--- src/hdl/dte_pkg.sv ---
`timescale 1ns / 1ps

package dte_pkg;

    localparam int unsigned Latency      = 5;
    localparam int unsigned EpochWidth   = 42;
    localparam logic [15:0] EpochYear    = 16'd1970;
    localparam logic [12:0] RecipDiv25   = 13'd5243;
    localparam int unsigned RecipShift   = 17;
    localparam logic [25:0] DaysTo1970   = 26'd719163;
    localparam logic [11:0] ZoneNotGiven = 12'h801;

    typedef logic [3:0] month_idx_t;
    typedef logic [8:0] day_count_t;

    function automatic day_count_t days_before_month(input month_idx_t idx);
        day_count_t d;
        case (idx)
            4'd0:    d = 9'd0;
            4'd1:    d = 9'd31;
            4'd2:    d = 9'd59;
            4'd3:    d = 9'd90;
            4'd4:    d = 9'd120;
            4'd5:    d = 9'd151;
            4'd6:    d = 9'd181;
            4'd7:    d = 9'd212;
            4'd8:    d = 9'd243;
            4'd9:    d = 9'd273;
            4'd10:   d = 9'd304;
            default: d = 9'd334;
        endcase
        return d;
    endfunction

endpackage

--- src/hdl/disc_timestamp_to_epoch.sv ---
`timescale 1ns / 1ps

// channel   | handshake          | payload
// ----------+--------------------+--------------------------------------------------
// input     | start, busy        | year, month, day, hour, minute, second, type_and_zone
// result    | done (one cycle)   | epoch_seconds, before_epoch
//
// five-stage pipeline: a transaction may enter on every cycle, its result shows on done
// once it has passed stages 1 to 5; the stage with the days by 86400 multiplier sets the depth
// busy is always low, the pipeline never stalls since the receiver cannot hold results off
// reset clears the valid bits only, payload registers are not reset

module disc_timestamp_to_epoch (
    input  logic                clk,
    input  logic                rst_n,
    input  logic                start,
    output logic                busy,
    input  logic [15:0]         year,
    input  logic [3:0]          month,
    input  logic [4:0]          day,
    input  logic [4:0]          hour,
    input  logic [5:0]          minute,
    input  logic [5:0]          second,
    input  logic [15:0]         type_and_zone,
    output logic                done,
    output logic signed [41:0]  epoch_seconds,
    output logic                before_epoch
);

    // valid bits
    logic [4:0] valid_reg;
    logic [4:0] valid_next;

    // stage 1
    logic                before1_reg, before1_next;
    logic [15:0]         year1_reg, year1_next;
    logic [15:0]         y1_reg, y1_next;
    logic [26:0]         py100_1_reg, py100_1_next;
    logic [24:0]         py400_1_reg, py400_1_next;
    logic [26:0]         pr100_1_reg, pr100_1_next;
    logic [24:0]         pr400_1_reg, pr400_1_next;
    logic [8:0]          dbm1_reg, dbm1_next;
    logic                late1_reg, late1_next;
    logic [4:0]          day1_reg, day1_next;
    logic signed [19:0]  off1_reg, off1_next;

    // stage 2
    logic                before2_reg, before2_next;
    logic [24:0]         base2_reg, base2_next;
    logic [9:0]          mdays2_reg, mdays2_next;
    logic signed [19:0]  off2_reg, off2_next;

    // stage 3
    logic                before3_reg, before3_next;
    logic signed [25:0]  days3_reg, days3_next;
    logic signed [19:0]  off3_reg, off3_next;

    // stage 4
    logic                before4_reg, before4_next;
    logic signed [42:0]  prod4_reg, prod4_next;
    logic signed [19:0]  off4_reg, off4_next;

    // stage 5
    logic                before5_reg, before5_next;
    logic signed [41:0]  epoch5_reg, epoch5_next;

    logic                accept;
    dte_pkg::month_idx_t midx;
    logic [16:0]         hms;
    logic signed [11:0]  zone;
    logic signed [19:0]  zone60;
    logic [9:0]          qy100, qr100;
    logic [7:0]          qy400, qr400;
    logic                leap;

    assign busy   = 1'b0;
    assign accept = start && !busy;

    assign valid_next = {valid_reg[3:0], accept};

    // stage 1: month table, quotient products, time of day and zone
    always_comb
    begin
        before1_next = (year < dte_pkg::EpochYear);
        year1_next   = year;
        y1_next      = year - 16'd1;
        py100_1_next = 27'(y1_next[15:2]) * 27'(dte_pkg::RecipDiv25);
        py400_1_next = 25'(y1_next[15:4]) * 25'(dte_pkg::RecipDiv25);
        pr100_1_next = 27'(year[15:2]) * 27'(dte_pkg::RecipDiv25);
        pr400_1_next = 25'(year[15:4]) * 25'(dte_pkg::RecipDiv25);

        if (month == 4'd0)
        begin
            midx = 4'd0;
        end
        else if (month > 4'd12)
        begin
            midx = 4'd11;
        end
        else
        begin
            midx = month - 4'd1;
        end
        dbm1_next  = dte_pkg::days_before_month(midx);
        late1_next = (midx >= 4'd2);
        day1_next  = day;

        hms = 17'(hour) * 17'd3600 + 17'(minute) * 17'd60 + 17'(second);
        zone = $signed(type_and_zone[11:0]);
        if (type_and_zone[12] && (type_and_zone[11:0] != dte_pkg::ZoneNotGiven))
        begin
            zone60 = $signed({{8{zone[11]}}, zone}) * 20'sd60;
        end
        else
        begin
            zone60 = 20'sd0;
        end
        off1_next = $signed({3'b000, hms}) - zone60;
    end

    // stage 2: days up to the start of the year, leap test
    always_comb
    begin
        qy100 = py100_1_reg[26:dte_pkg::RecipShift];
        qy400 = py400_1_reg[24:dte_pkg::RecipShift];
        qr100 = pr100_1_reg[26:dte_pkg::RecipShift];
        qr400 = pr400_1_reg[24:dte_pkg::RecipShift];
        leap  = ((year1_reg[1:0] == 2'b00) && ({1'b0, year1_reg} != 17'(qr100) * 17'd100))
              || ({1'b0, year1_reg} == 17'(qr400) * 17'd400);

        before2_next = before1_reg;
        base2_next   = 25'(y1_reg) * 25'd365 + 25'(y1_reg[15:2]) - 25'(qy100) + 25'(qy400);
        mdays2_next  = 10'(dbm1_reg) + 10'(late1_reg && leap) + 10'(day1_reg);
        off2_next    = off1_reg;
    end

    // stage 3: days since the epoch
    always_comb
    begin
        before3_next = before2_reg;
        days3_next   = $signed({1'b0, base2_reg}) + $signed({16'd0, mdays2_reg})
                     - $signed(dte_pkg::DaysTo1970);
        off3_next    = off2_reg;
    end

    // stage 4: days to seconds
    always_comb
    begin
        before4_next = before3_reg;
        prod4_next   = $signed({{17{days3_reg[25]}}, days3_reg}) * 43'sd86400;
        off4_next    = off3_reg;
    end

    // stage 5: add time of day and zone, force zero before the epoch
    always_comb
    begin
        before5_next = before4_reg;
        if (before4_reg)
        begin
            epoch5_next = '0;
        end
        else
        begin
            epoch5_next = prod4_reg[41:0] + $signed({{22{off4_reg[19]}}, off4_reg});
        end
    end

    always_ff @(posedge clk or negedge rst_n)
    begin
        if (!rst_n)
        begin
            valid_reg <= '0;
        end
        else
        begin
            valid_reg <= valid_next;
        end
    end

    always_ff @(posedge clk)
    begin
        before1_reg <= before1_next;
        year1_reg   <= year1_next;
        y1_reg      <= y1_next;
        py100_1_reg <= py100_1_next;
        py400_1_reg <= py400_1_next;
        pr100_1_reg <= pr100_1_next;
        pr400_1_reg <= pr400_1_next;
        dbm1_reg    <= dbm1_next;
        late1_reg   <= late1_next;
        day1_reg    <= day1_next;
        off1_reg    <= off1_next;

        before2_reg <= before2_next;
        base2_reg   <= base2_next;
        mdays2_reg  <= mdays2_next;
        off2_reg    <= off2_next;

        before3_reg <= before3_next;
        days3_reg   <= days3_next;
        off3_reg    <= off3_next;

        before4_reg <= before4_next;
        prod4_reg   <= prod4_next;
        off4_reg    <= off4_next;

        before5_reg <= before5_next;
        epoch5_reg  <= epoch5_next;
    end

    assign done          = valid_reg[4];
    assign epoch_seconds = epoch5_reg;
    assign before_epoch  = before5_reg;

endmodule

--- config.mk ---
export PLATFORM = sky130hd
export DESIGN_NAME = disc_timestamp_to_epoch
export DESIGN_NICKNAME = d
export VERILOG_FILES = /design/src/hdl/dte_pkg.sv /design/src/hdl/disc_timestamp_to_epoch.sv
export SDC_FILE = /design/constraint.sdc
export NUM_CORES = 2
export LEC_CHECK = 0
export BUFFER_PORTS_ARGS = -buffer_cell sky130_fd_sc_hd__buf_2
export CORE_MARGIN = 4
export CORE_UTILIZATION = 30
export DETAILED_ROUTE_END_ITERATION = 12
export GPL_ROUTABILITY_DRIVEN = 0
export SLEW_MARGIN = 20
export SYNTH_ARGS = -nofsm -noshare
export SYNTH_HDL_FRONTEND = slang
export SYNTH_SLANG_ARGS = --single-unit
--- constraint.sdc ---
create_clock -name clk -period 5.1 [get_ports clk]
set_input_delay 0.765 -clock clk [delete_from_list [all_inputs] [get_ports clk]]
set_output_delay 0.765 -clock clk [all_outputs]
set_load 0.01 [all_outputs]
==> results.py <==
metrics = {
    "synthesis": {
        "ys_top_cells_by_count": "899 x inv_1, 783 x ha_1, 418 x fa_1",
        "synth_top_area_cell": "ha_1",
        "synthFlopType": "dfxtp_1",
        "avgSynthCellArea_um2": 9.80,
        "synthArstFlopShare_pct": 1.61,
        "synth_nets": 4905,
        "netlist_instances": 3643,
        "synth_seq_cells": 311,
        "synth_edf_count": 0,
        "ys_seq_area_share_pct": 17.5,
        "syn-cell-area_um2": 35700,
        "yosys.area.top_type_share_pct": 27.4,
        "ys_top_cells_by_area": "ha_1 27%, fa_1 23%, dfxtp_1 17%",
        "yosysMostFrequentCell": "inv_1",
        "yosysWarnings": 0,
        "yosys.cell_types.count": 81,
    },
    "global_route": {
        "gr-total-overflow": 0,
        "grt_pass1_vias": 26100,
        "antenna_found_initial": 10,
        "grt_max_degree": 47,
        "grt.total_usage_pct": 12.6,
        "grt_pass1_wl_um": 129000,
    },
    "timing": {
        "tightestPinTransition_ns": 0.844,
        "clock.fmax_ghz": 0.172,
        "hold_viol_final": 0,
        "finalCriticalPeriod_ns": 5.81,
        "maxSlewViolCount": 0,
        "rsz0062_at_grt": "true",
        "skew_ns": 0.0228,
        "worst_slack_ns": -0.707,
        "slew_headroom_pct": 42.1,
        "fin_crit_sh_pct": 114,
        "setup_violations": 25,
    },
    "detailed_routing": {
        "drt_iter0_drc": 762,
        "wl_um": 78300,
        "route.vias.total": 25100,
        "first_pass_iters": 6,
        "postRouteAntennaNets": 0,
        "vias_per_cell": 4.37,
        "drcViolationCount": 0,
        "wl_per_cell_um": 13.6,
    },
    "clock_network": {
        "worstSkewPairLatency_ns": 0.60,
        "clk_pin_slew_ns": 0.06,
        "cts_num_sinks": 311,
        "cts_made_buffers": 42,
        "cts.htree.levels": 2,
        "ctsLongestPathBuffers": 3,
        "cts.root.buffer_cell": "clkbuf_16",
        "cts_tree": "yes",
    },
    "cells_and_area": {
        "area_growth_pct": 23.4,
        "drive_above_1_share_pct": 19.4,
        "final_nets": 5434,
        "multi_input_area_um2": 27400,
        "finalInstanceArea_um2": 44000,
        "largest_reg_flops": 42,
        "fillers": 11700,
        "seq_area_um2": 6270,
    },
    "critical_path": {
        "worstSetupPathType": "input port to register",
        "startpoint_type": "input port",
        "end_kind": "register",
        "cp_top_family": "adder cells",
        "crit_top_cell": "fa_1",
        "critPathMaxFanout": 4,
        "slowest_stage": "fa_1",
        "arrival_ns": 6.27,
        "critical_path_required_ns": 5.56,
        "worst-path-buf-inv": 8,
        "r2r_cells": 17,
        "cp.depth": 30,
        "critical-path-max-stage-delay_ns": 0.52,
    },
    "floorplanning": {
        "fp.dieArea_um2": 125000,
        "die_w_um": 353,
        "core_um2": 118000,
        "io_pins": 106,
        "chipHeight_um": 353,
        "start_util_pct": 30.2,
        "fp-row-count": 126,
    },
    "min_path": {
        "min_path_cells": 1,
        "hp-class": "input port to register",
    },
    "status": {
        "outcome": "finished, violations left",
        "violations": "negative setup slack",
    },
    "run": {
        "maxCapViolCount": 0,
    },
    "placed_design": {
        "numPortBuffers": 101,
        "dpl.hpwl_um": 67200,
        "dpl_cell_area_um2": 41000,
    },
}
==> what timing repair did <==
item	4_1_cts	5_1_grt
pin swaps	93	115
setup buffers	42	21
resized for setup	107	152
endpoints found under the hold margin	5	0
endpoints found under the setup margin	30	48
hold buffers	1	0
==> metal layers <==
layer / vias up / global-route usage (%) / wire (um)
met5: - / 0 / 0
met4: 0 / 3.40 / 2000
met3: 95 / 2.38 / 2970
met2: 262 / 21.8 / 37900
met1: 12000 / 16.0 / 35400
li1: 12800 / - / -
==> path summary, 6_finish.rpt <==
check                      slack, ns               to           from
hold / removal                  0.27      off1_reg[1]      second[1]
min in group asynchronous       0.54     valid_reg[3]          rst_n
setup reg to reg                0.29    prod4_reg[38]  days3_reg[13]
max in group asynchronous       4.43     valid_reg[1]          rst_n
hold reg to reg                 0.32      before3_reg    before2_reg
setup / recovery               -0.71  py400_1_reg[24]        year[3]
==> placed cells by master (no fill, tap or decap), types with 12 or more instances in the layout <==
master / count
xor2_1: 69
and2_1: 12
nor3_1: 31
xnor2_1: 167
fa_1: 404
o21bai_1: 25
o211ai_1: 17
buf_6: 23
dfxtp_1: 290
a21oi_1: 126
nand2_1: 87
clkbuf_16: 42
buf_4: 369
o21a_1: 27
a31oi_1: 12
nand3_1: 19
nor2_1: 111
nand2b_1: 22
a21oi_2: 30
ha_1: 737
buf_2: 95
o21ai_0: 53
dfxtp_2: 15
fa_2: 14
inv_1: 873
inv_2: 27
nor2b_1: 27
nand4_1: 21
ha_4: 35
o21ai_1: 26
and3_1: 17
a21o_1: 84
o21ai_2: 14
==> logic make-up after synthesis <==
logic type                 after synthesis  synth area share [%]
adders and majority gates             1201                  50.9
buffers and inverters                  913                  9.61
AOI/OAI and AO/OA                      525                  9.47
and+or+nand+nor                        431                  6.05
DFF                                    311                  17.5
xor gates and xnor gates               253                  6.23
muxes                                    8                 0.235
other                                    1                0.0105
==> per-stage QoR <==
stage	hold slack, ns	utilization [%]	std cells	setup WS, ns	TNS [ns]
3_5_place_dp	0.312	34.7	5609	-1.48	-39.57
5_1_grt	0.223	37.3	5742	-0.883	-14.80
4_1_cts	0.217	36.6	5721	-0.732	-9.23
3_3_place_gp	0.310	34.7	5609	-1.39	-37.43
6_report	0.269	37.3	5744	-0.707	-9.60
2_1_floorplan	0.310	-	3643	-1.41	-19.42
==> layout make-up <==
type,count,share of cell area [%]
Inverter,901,7.69
Antenna cell,8,0.0455
Timing Repair Buffer,497,8.32
Clock inverter,19,0.602
Tap cell,1536,4.36
Clock buffer,53,2.53
Sequential cell,311,14.2
Multi-Input combinational cell,2419,62.2
Power is left out: the tool's default activity adds up to more than one toggle a clock period on the data nets, which glitch-free logic cannot reach.
